`config.mk`:
```
export PLATFORM = sky130hd
export DESIGN_NAME = packbits_mono_bitmap_decoder_top
export DESIGN_NICKNAME = d
export VERILOG_FILES = /design/src/pbd_pkg.sv /design/src/pbd_ctrl.sv /design/src/pbd_datapath.sv /design/src/packbits_mono_bitmap_decoder_top.sv
export SDC_FILE = /design/constraint.sdc
export NUM_CORES = 1
export LEC_CHECK = 0
export BUFFER_PORTS_ARGS = -buffer_cell sky130_fd_sc_hd__clkbuf_2
export CORE_MARGIN = 5
export CORE_UTILIZATION = 40
export CTS_CLUSTER_DIAMETER = 120
export DETAILED_ROUTE_END_ITERATION = 16
export PLACE_DENSITY = 0.71
export SLEW_MARGIN = 20
export SYNTH_ARGS = -nofsm -noshare
export SYNTH_HDL_FRONTEND = slang
export SYNTH_HIERARCHICAL = 1
export SYNTH_SLANG_ARGS = --single-unit
```
`constraint.sdc`:
```
create_clock -name clk_i -period 5.9 [get_ports clk_i]
set_input_delay 1.18 -clock clk_i [delete_from_list [all_inputs] [get_ports clk_i]]
set_output_delay 1.18 -clock clk_i [all_outputs]
set_load 0.05 [all_outputs]
```
`src/pbd_pkg.sv`:
```
`default_nettype none

package pbd_pkg;

  // Geometry of the configuration port and the stream payloads.
  localparam int unsigned ApbAddrW   = 3;
  localparam int unsigned ApbDataW   = 32;
  localparam int unsigned InDataW    = 8;
  localparam int unsigned OutDataW   = 24;
  localparam int unsigned PixelW     = 16;
  localparam int unsigned VbytesW    = 2;
  localparam int unsigned CountW     = 16;
  localparam int unsigned RunW       = 8;

  // Register map (byte addresses).
  localparam logic [ApbAddrW-1:0] RegImageBytes = 3'd0;

  localparam logic [CountW-1:0] ImageBytesReset = 16'd51840;
  localparam logic [CountW-1:0] CountMax        = 16'hFFFF;

  localparam logic [VbytesW-1:0] VbOne = 2'd1;
  localparam logic [VbytesW-1:0] VbTwo = 2'd2;

  typedef enum logic [3:0] {
    StHeader  = 4'b0001,
    StLiteral = 4'b0010,
    StRepVal  = 4'b0100,
    StRepEmit = 4'b1000
  } pbd_state_e;

  // Commands from the controller to the datapath.
  typedef struct packed {
    logic load_lit;
    logic load_rep;
    logic take_val;
    logic emit_lit;
    logic emit_rep;
  } pbd_cmd_t;

  // Status from the datapath to the controller.
  typedef struct packed {
    logic out_free;
    logic limit_hit;
    logic hdr_lit;
    logic hdr_rep;
    logic lit_last;
    logic rep_last;
  } pbd_status_t;

endpackage

`default_nettype wire

```
`src/pbd_ctrl.sv`:
```
`default_nettype none

module pbd_ctrl (
  input  wire logic                clk_i,
  input  wire logic                rst_ni,
  input  wire logic                in_valid_i,
  output logic                     in_ready_o,
  input  wire pbd_pkg::pbd_status_t status_i,
  output pbd_pkg::pbd_cmd_t        cmd_o
);
  import pbd_pkg::*;

  pbd_state_e state_q, state_d;
  logic       in_fire;

  always_comb begin
    case (state_q)
      StHeader:  in_ready_o = 1'b1;
      StLiteral: in_ready_o = status_i.out_free;
      StRepVal:  in_ready_o = 1'b1;
      StRepEmit: in_ready_o = 1'b0;
      default:   in_ready_o = 1'b1;
    endcase
  end

  assign in_fire = in_valid_i & in_ready_o;

  always_comb begin
    state_d = state_q;
    cmd_o   = '0;
    case (state_q)
      StHeader: begin
        // Headers are dropped once the image is complete; 128 is a no-op.
        if (in_fire && !status_i.limit_hit) begin
          if (status_i.hdr_lit) begin
            cmd_o.load_lit = 1'b1;
            state_d        = StLiteral;
          end else if (status_i.hdr_rep) begin
            cmd_o.load_rep = 1'b1;
            state_d        = StRepVal;
          end
        end
      end
      StLiteral: begin
        if (in_fire) begin
          cmd_o.emit_lit = 1'b1;
          if (status_i.lit_last) begin
            state_d = StHeader;
          end
        end
      end
      StRepVal: begin
        if (in_fire) begin
          cmd_o.take_val = 1'b1;
          state_d        = StRepEmit;
        end
      end
      StRepEmit: begin
        if (status_i.out_free) begin
          cmd_o.emit_rep = 1'b1;
          if (status_i.rep_last) begin
            state_d = StHeader;
          end
        end
      end
      default: begin
        state_d = StHeader;
      end
    endcase
  end

  always_ff @(posedge clk_i or negedge rst_ni) begin
    if (!rst_ni) begin
      state_q <= StHeader;
    end else begin
      state_q <= state_d;
    end
  end

endmodule

`default_nettype wire

```
`src/pbd_datapath.sv`:
```
`default_nettype none

module pbd_datapath (
  input  wire logic                                clk_i,
  input  wire logic                                rst_ni,
  input  wire logic [pbd_pkg::InDataW-1:0]         in_byte_i,
  input  wire pbd_pkg::pbd_cmd_t                   cmd_i,
  output pbd_pkg::pbd_status_t                     status_o,
  input  wire logic                                cfg_we_i,
  input  wire logic [pbd_pkg::CountW-1:0]          cfg_wdata_i,
  output logic [pbd_pkg::CountW-1:0]               image_bytes_o,
  input  wire logic                                out_ready_i,
  output logic                                     out_valid_o,
  output logic [pbd_pkg::PixelW-1:0]               out_pixel_o,
  output logic [pbd_pkg::VbytesW-1:0]              out_vbytes_o,
  output logic                                     out_last_o,
  output logic                                     out_done_o
);
  import pbd_pkg::*;

  logic [RunW-1:0]    left_q, left_d;
  logic [RunW-1:0]    value_q;
  logic [CountW-1:0]  count_q, count_d;
  logic [CountW-1:0]  image_bytes_q;
  logic               out_valid_q;
  logic [PixelW-1:0]  pixel_q;
  logic [VbytesW-1:0] vbytes_q;
  logic               last_q;
  logic               done_q;

  logic               emit;
  logic               rep_pair;
  logic [1:0]         nbytes;
  logic [CountW:0]    count_sum;

  assign emit     = cmd_i.emit_lit | cmd_i.emit_rep;
  assign rep_pair = (left_q[RunW-1:1] != '0);
  assign nbytes   = (cmd_i.emit_rep && rep_pair) ? 2'd2 : 2'd1;

  assign count_sum = {1'b0, count_q} + {{(CountW-1){1'b0}}, nbytes};
  assign count_d   = count_sum[CountW] ? CountMax : count_sum[CountW-1:0];

  assign status_o.out_free  = !out_valid_q || out_ready_i;
  assign status_o.limit_hit = (count_q >= image_bytes_q);
  assign status_o.hdr_lit   = !in_byte_i[7];
  assign status_o.hdr_rep   = in_byte_i[7] && (in_byte_i[6:0] != '0);
  assign status_o.lit_last  = (left_q == 8'd1);
  assign status_o.rep_last  = !rep_pair || (left_q == 8'd2);

  always_comb begin
    left_d = left_q;
    if (cmd_i.load_lit) begin
      left_d = in_byte_i + 8'd1;
    end else if (cmd_i.load_rep) begin
      left_d = 8'(9'd257 - {1'b0, in_byte_i});
    end else if (cmd_i.emit_lit) begin
      left_d = left_q - 8'd1;
    end else if (cmd_i.emit_rep) begin
      left_d = rep_pair ? (left_q - 8'd2) : '0;
    end
  end

  always_ff @(posedge clk_i or negedge rst_ni) begin
    if (!rst_ni) begin
      left_q        <= '0;
      count_q       <= '0;
      image_bytes_q <= ImageBytesReset;
      out_valid_q   <= 1'b0;
    end else begin
      left_q <= left_d;
      if (emit) begin
        count_q     <= count_d;
        out_valid_q <= 1'b1;
      end else if (out_ready_i) begin
        out_valid_q <= 1'b0;
      end
      if (cfg_we_i) begin
        image_bytes_q <= cfg_wdata_i;
      end
    end
  end

  always_ff @(posedge clk_i) begin
    if (cmd_i.take_val) begin
      value_q <= in_byte_i;
    end
    if (cmd_i.emit_lit) begin
      pixel_q  <= {in_byte_i, 8'h00};
      vbytes_q <= VbOne;
      last_q   <= status_o.lit_last;
      done_q   <= (count_d >= image_bytes_q);
    end else if (cmd_i.emit_rep) begin
      pixel_q  <= rep_pair ? {value_q, value_q} : {value_q, 8'h00};
      vbytes_q <= rep_pair ? VbTwo : VbOne;
      last_q   <= status_o.rep_last;
      done_q   <= (count_d >= image_bytes_q);
    end
  end

  assign image_bytes_o = image_bytes_q;
  assign out_valid_o   = out_valid_q;
  assign out_pixel_o   = pixel_q;
  assign out_vbytes_o  = vbytes_q;
  assign out_last_o    = last_q;
  assign out_done_o    = done_q;

endmodule

`default_nettype wire

```
`src/packbits_mono_bitmap_decoder_top.sv`:
```
// Channel   | Dir | Handshake                    | Payload
// s_axis    | in  | s_axis_tvalid / tready       | tdata[7:0] in_byte
// m_axis    | out | m_axis_tvalid / tready       | tdata pixel_bits, valid_bytes; tlast; tuser
// apb       | in  | psel, penable, pwrite, pready| image_bytes at address 0
//
// A header byte is always taken; a literal byte is taken when the output register is free
// and gives its beat in the next cycle. A repeat run takes the value byte and then gives
// ceil(count/2) output beats through the single output register, during which the input
// is held off. Reset is asynchronous and active low and needs no clearing pass.
// Backpressure on m_axis stalls the output register and, through it, s_axis.
`default_nettype none

module packbits_mono_bitmap_decoder_top (
  input  wire logic        clk_i,
  input  wire logic        rst_ni,
  // Input stream: tdata = in_byte[7:0].
  input  wire logic        s_axis_tvalid,
  output logic             s_axis_tready,
  input  wire logic [7:0]  s_axis_tdata,
  // Output stream: tdata = pixel_bits[15:0], valid_bytes[17:16], zero[23:18].
  output logic             m_axis_tvalid,
  input  wire logic        m_axis_tready,
  output logic [23:0]      m_axis_tdata,
  output logic             m_axis_tlast,
  // tuser = image_done[0].
  output logic             m_axis_tuser,
  // Configuration port.
  input  wire logic        psel,
  input  wire logic        penable,
  input  wire logic        pwrite,
  input  wire logic [2:0]  paddr,
  input  wire logic [31:0] pwdata,
  output logic [31:0]      prdata,
  output logic             pready
);
  import pbd_pkg::*;

  pbd_cmd_t             cmd;
  pbd_status_t          status;
  logic                 cfg_we;
  logic                 addr_hit;
  logic [CountW-1:0]    image_bytes;
  logic [PixelW-1:0]    pixel;
  logic [VbytesW-1:0]   vbytes;

  // The register file has a single entry; writes to any other address are dropped.
  assign pready   = 1'b1;
  assign addr_hit = (paddr == RegImageBytes);
  assign cfg_we   = psel & penable & pwrite & pready & addr_hit;
  assign prdata   = addr_hit ? {{(ApbDataW-CountW){1'b0}}, image_bytes} : '0;

  // The controller sequences headers, literal bytes and repeat runs.
  pbd_ctrl u_ctrl (
    .clk_i      (clk_i),
    .rst_ni     (rst_ni),
    .in_valid_i (s_axis_tvalid),
    .in_ready_o (s_axis_tready),
    .status_i   (status),
    .cmd_o      (cmd)
  );

  // The datapath holds the run counter, repeat value, byte count and output register.
  pbd_datapath u_datapath (
    .clk_i         (clk_i),
    .rst_ni        (rst_ni),
    .in_byte_i     (s_axis_tdata),
    .cmd_i         (cmd),
    .status_o      (status),
    .cfg_we_i      (cfg_we),
    .cfg_wdata_i   (pwdata[CountW-1:0]),
    .image_bytes_o (image_bytes),
    .out_ready_i   (m_axis_tready),
    .out_valid_o   (m_axis_tvalid),
    .out_pixel_o   (pixel),
    .out_vbytes_o  (vbytes),
    .out_last_o    (m_axis_tlast),
    .out_done_o    (m_axis_tuser)
  );

  assign m_axis_tdata = {{(OutDataW-PixelW-VbytesW){1'b0}}, vbytes, pixel};

endmodule

`default_nettype wire

```
# Yosys cells after proc, flatten, opt, wreduce, memory -nomap -nowiden

Cells that the tools add are included.
W data, S select, Z words.

Bits in writable memories: 0
Input port bits: 50
Bits in read-only memories: 0
Flip-flop bits (word level): 73
Bits in latches: 0
Word-level logic and storage cells: 89
Memories: 0

$mul: 0
Multiplexer cells: 38
Divide/modulo/power cells: 0
Eq/ne operators: 13
Shifts and indexed selects: 0
Reduce and logical (&&, ||, !) cells: 15
Bitwise operators: 5
Order comparisons: 2
Add/subtract/negate cells: 5

Operators with widths:

| operator              | number |
|---|---|
| $mux W16              | 4 |
| $mux W8               | 6 |
| $ge A16 B16 Y1        | 2 |
| $mux W4               | 8 |
| $add A16 B2 Y17       | 1 |
| $pmux W4 S4           | 1 |
| $mux W1               | 14 |
| $reduce_bool A7 Y1    | 2 |
| $add A8 B1 Y8 const B | 1 |
| $eq A8 B1 Y1 const B  | 1 |
| $eq A8 B2 Y1 const B  | 1 |
| $mux W2               | 4 |
| $ne A2 B1 Y1 const B  | 4 |
| $sub A1 B8 Y8 const A | 1 |
| $sub A8 B1 Y8 const B | 1 |
| $sub A8 B2 Y8 const B | 1 |
| $reduce_and A7 Y1     | 1 |
| $and A1 B1 Y1         | 4 |
| $eq A4 B1 Y1 const B  | 1 |
| $eq A4 B2 Y1 const B  | 1 |
| $eq A4 B3 Y1 const B  | 1 |
| $eq A4 B4 Y1 const B  | 1 |
| $ne A2 B2 Y1 const B  | 2 |
| $reduce_bool A2 Y1    | 2 |
| other kinds (8)       | 13 |

# Depth between registers and ports, before layout

Depth in word-level cells: 11
Mapped depth: 18
Gate-level depth less buffers: 17

# Cells and area by module

The synthesis kept the hierarchy.

By module, submodules not included:

| module                           | cells an instance | times used | area an instance (µm²) |
|---|---|---|---|
| pbd_datapath                     | 478               | 1          | 4409.2 |
| packbits_mono_bitmap_decoder_top | 44                | 1          | 316.6 |
| pbd_ctrl                         | 33                | 1          | 301.5 |

# Least setup slack after synthesis

Ideal clock, no wire load.

Path type: input port to flip-flop
From: input port m_axis_tready
To: register u_datapath.done_q, in the netlist u_datapath/out_done_o (data pin)
Buffers on the path: 2
Data required time: 5.641 ns
Cell stages on the path: 17
Library setup time: 0.259 ns
Arrival time: 4.578 ns
Setup slack: 1.063 ns
Cell sequence: nand2b_1 -> and2_1 -> clkbuf_1 -> nand2_1 -> ha_1 -> inv_1 -> fa_1 -> nor3_2 -> nand3_2 -> clkbuf_1 -> nand2_1 -> ha_1 -> a21oi_1 -> nor2_1 -> a211oi_1 -> a21oi_1 -> a211o_1

RTL lines:

| element              | line                                   | source |
|---|---|---|
| from (decl)          | packbits_mono_bitmap_decoder_top.sv:22 | `input wire logic m_axis_tready,` |
| to (signal assigned) | pbd_datapath.sv:91                     | `done_q <= (count_d >= image_bytes_q);` |
| to (signal assigned) | pbd_datapath.sv:96                     | `done_q <= (count_d >= image_bytes_q);` |
| to (decl)            | pbd_datapath.sv:29                     | `logic done_q;` |

==> flow_summary.toml <==
[global_route]
antenna_found_initial = 0
grt_use_total = 0.160
top_usage_layer = "met2"
grt_max_degree = 46
grtUsageMet3 = 0.0330
met1_usage = 0.199
grt_pass1_vias = 3977
grt_pass1_wl_um = 19100
grt_use_met2 = 0.274
grt-ovfl-total = 0

[critical_path]
cp.required_ns = 5.99
r2r_end = "u_datapath/out_done_o$_DFFE_PP_"
crit_type = "primary input to flip-flop"
r2r_start = "u_datapath/left_q[3]$_DFFE_PN0P_"
reg2reg_depth = 15
crit_path_start_kind = "primary input"
end_kind = "flip-flop"
cp_max_fo = 19
cp.arrival_ns = 4.67
timing.reg2reg.setup_slack_ns = 1.41

[logic_synthesis]
synth_ff_type = "dfrtp_1"
syn_area_um2 = 5030
syn_inst = 555
synth.yosys.warnings = 6
synth_cell_type_count = 67
synth.avg_cell_area_um2 = 9.06
synthArstFlopShare = 0.616
synth_top_area_frac = 0.194
synth.ff_latch_count = 73
synth.most_common_cell = "nand2_1"
synth_edf_count = 18
yosys-top-cells-count = "56 x nand2_1, 43 x ha_1, 42 x a21oi_1, 39 x dfrtp_1, 32 x inv_1"
synthTopCellsByArea = "dfrtp_1 19%, edfxtp_1 11%, ha_1 11%"
seq_area_frac_synth = 0.373
yosys.area.top_type = "dfrtp_1"

[routing]
vias = 4147
drt_iter0_drc = 246
drt-vias-per-instance = 5.24
drc = 0
ant_nets = 0
post_drt_wl_per_cell_um = 14.9
drt-total-wl_um = 11800
first_pass_iters = 5

[timing]
hold_viol = 0
tightest_slew_ns = 0.829
fin_crit_ns = 4.57
min_period_over_period = 0.775
worst_clock_skew_ns = 0.00639
fin_tns_setup_ns = 0
rsz0062_at_grt = "no"
fmax_ghz = 0.219
max_slew_margin = 0.447
setup_viol = 0
report.final.slew_viol_count = 0

[job]
cap_violations = 0

[outcome]
outcome = "finished clean"

[place]
port_buffers = 71
dpl_cell_area_um2 = 5440
place_congestion = 0.860
place_hpwl_um = 8770
dpl.cell_count = 776

[floorplanning]
die_w_um = 122
ioPinCount = 111
num_rows = 41
dieArea_um2 = 14900
design.core.area_um2 = 12500
start_util = 0.403
die_h_um = 122

[clocking]
cts.reportedPaths.clkPinSlew_ns = 0.06
cts-root-buf = "clkbuf_16"
clk_latency_ns = 0.34
cts.hold.buffers_added = 0
cts_resized = 0
cts_tree = "built"
htree_levels = 3
post_cts_buffers = 0
cts_buffers = 9
clockBufferDepth = 2
clock-sinks = 73

[power]
power.leakage_nw = 2.72
ir_worst_vdd_mv = 0.145
p_total_mw = 2.05
p_per_area_nw_per_um2 = 357

[cells_and_area]
finalNonFillerCells = 792
multi_input_area_um2 = 2820
fillers = 1158
final_area_um2 = 5740
insertedDiodeCount = 0
nNetsFinal = 709
drive_gt1_frac = 0.192
seq_area_um2 = 1870
area_growth_pct = 14.2

[worst_hold_path]
worstHoldPathCells = 2
min_to = "u_datapath/out_vbytes_o[0]$_SDFFE_PP1P_"
hold_path_class = "flip-flop to flip-flop"
hold_start = "u_datapath/out_vbytes_o[0]$_SDFFE_PP1P_"
-- report_power, final --
group	total [mW]	internal [mW]	switching, mW
Clock	0.559	0.331	0.228
Sequential	0.730	0.634	0.0957
Combinational	0.761	0.259	0.501
Total	2.05	1.22	0.825
-- worst max-delay path, stage by stage --
cell and delay (ns):
clkbuf_2 0.08, nand2b_1 0.22, and2_1 0.19, nand2_1 0.14, ha_1 0.20, inv_1 0.06, fa_1 0.49, nor3_2 0.28
nand3_2 0.36, nand2_1 0.18, ha_1 0.26, a21oi_1 0.16, nor2_1 0.06, a211oi_1 0.34, o211ai_1 0.18, a211o_1 0.28
-- metrics by stage --
step	setup slack (ns)	util	hold WS, ns
after global routing	1.09	0.460	0.503
after floorplan	1.06	-	0.509
final	1.33	0.460	0.456
after global placement	1.11	0.436	0.445
after CTS	1.34	0.460	0.467
after detailed placement	0.978	0.436	0.458
-- how the worst max path moves through the flow --
stage,endpoint,startpoint,cells past startpoint,slack [ns]
final,u_datapath/out_done_o$_DFFE_PP_,m_axis_tready,16,1.33
after global routing,u_datapath/out_done_o$_DFFE_PP_,m_axis_tready,16,1.09
after CTS,u_datapath/out_done_o$_DFFE_PP_,m_axis_tready,16,1.34
after detailed placement,u_datapath/out_done_o$_DFFE_PP_,m_axis_tready,16,0.98
after global placement,u_datapath/out_done_o$_DFFE_PP_,m_axis_tready,16,1.11
after floorplan,u_datapath/out_done_o$_DFFE_PP_,m_axis_tready,17,1.06
-- logic make-up (layout without fill, tap and decap cells) --
kind of cell / after synthesis / after routing / synth area share
AO/OA/AOI/OAI: 128 / 128 / 0.165
XOR/XNOR: 19 / 19 / 0.0331
adder cells (fa/ha/maj): 44 / 44 / 0.111
buffers and inverters: 82 / 126 / 0.0826
flip-flops: 73 / 73 / 0.373
multiplexers: 9 / 9 / 0.0194
other: 2 / 23 / 0.00149
AND/OR/NAND/NOR: 198 / 198 / 0.215
-- sequential cells by signal, summed over array words and instances, names as in the netlist --
register	flops
u_datapath/count_q	16
u_datapath/image_bytes_o	16
u_datapath/out_pixel_o	16
u_datapath/left_q	8
u_datapath/value_q	8
u_ctrl/state_q	4
u_datapath/out_vbytes_o	2
u_datapath/out_done_o	1
u_datapath/out_last_o	1
u_datapath/out_valid_o	1
-- routing by layer --
layer	wire, um	vias up
li1	-	2059
met1	5240	1959
met2	5740	112
met3	648	17
met4	173	0
met5	0	-
-- cell usage in the layout (no fill, tap or decap), types with 4 or more instances in the layout --
cell type and n:
nand2_1 56, nor2b_1 6, clkbuf_2 71, xnor2_1 10
nand2b_1 13, nand4_1 8, o211ai_1 4, a31oi_1 10
o21ai_0 22, dfstp_2 6, o21a_1 6, nand3_1 20
conb_1 23, nor3_1 7, a21o_1 6, edfxtp_1 18
clkbuf_16 9, ha_1 43, dfrtp_1 39, inv_1 32
mux2_2 6, nor2_1 27, a211oi_1 6, xor2_1 9
nor3b_1 5, buf_4 7, and3_1 7, dfxtp_1 10
a21oi_1 42, and2_1 20, or3_1 5, a22o_1 9
-- layout make-up --
cell class	count	share of cell area
clock buffers	9	0.0392
well taps	172	0.0375
clock inverters	7	0.0135
flip-flops and latches	73	0.327
multi-input cells	421	0.491
repair buffers	78	0.0711
inverters	32	0.0209
Note: power is estimated with default switching activity, not from simulation.
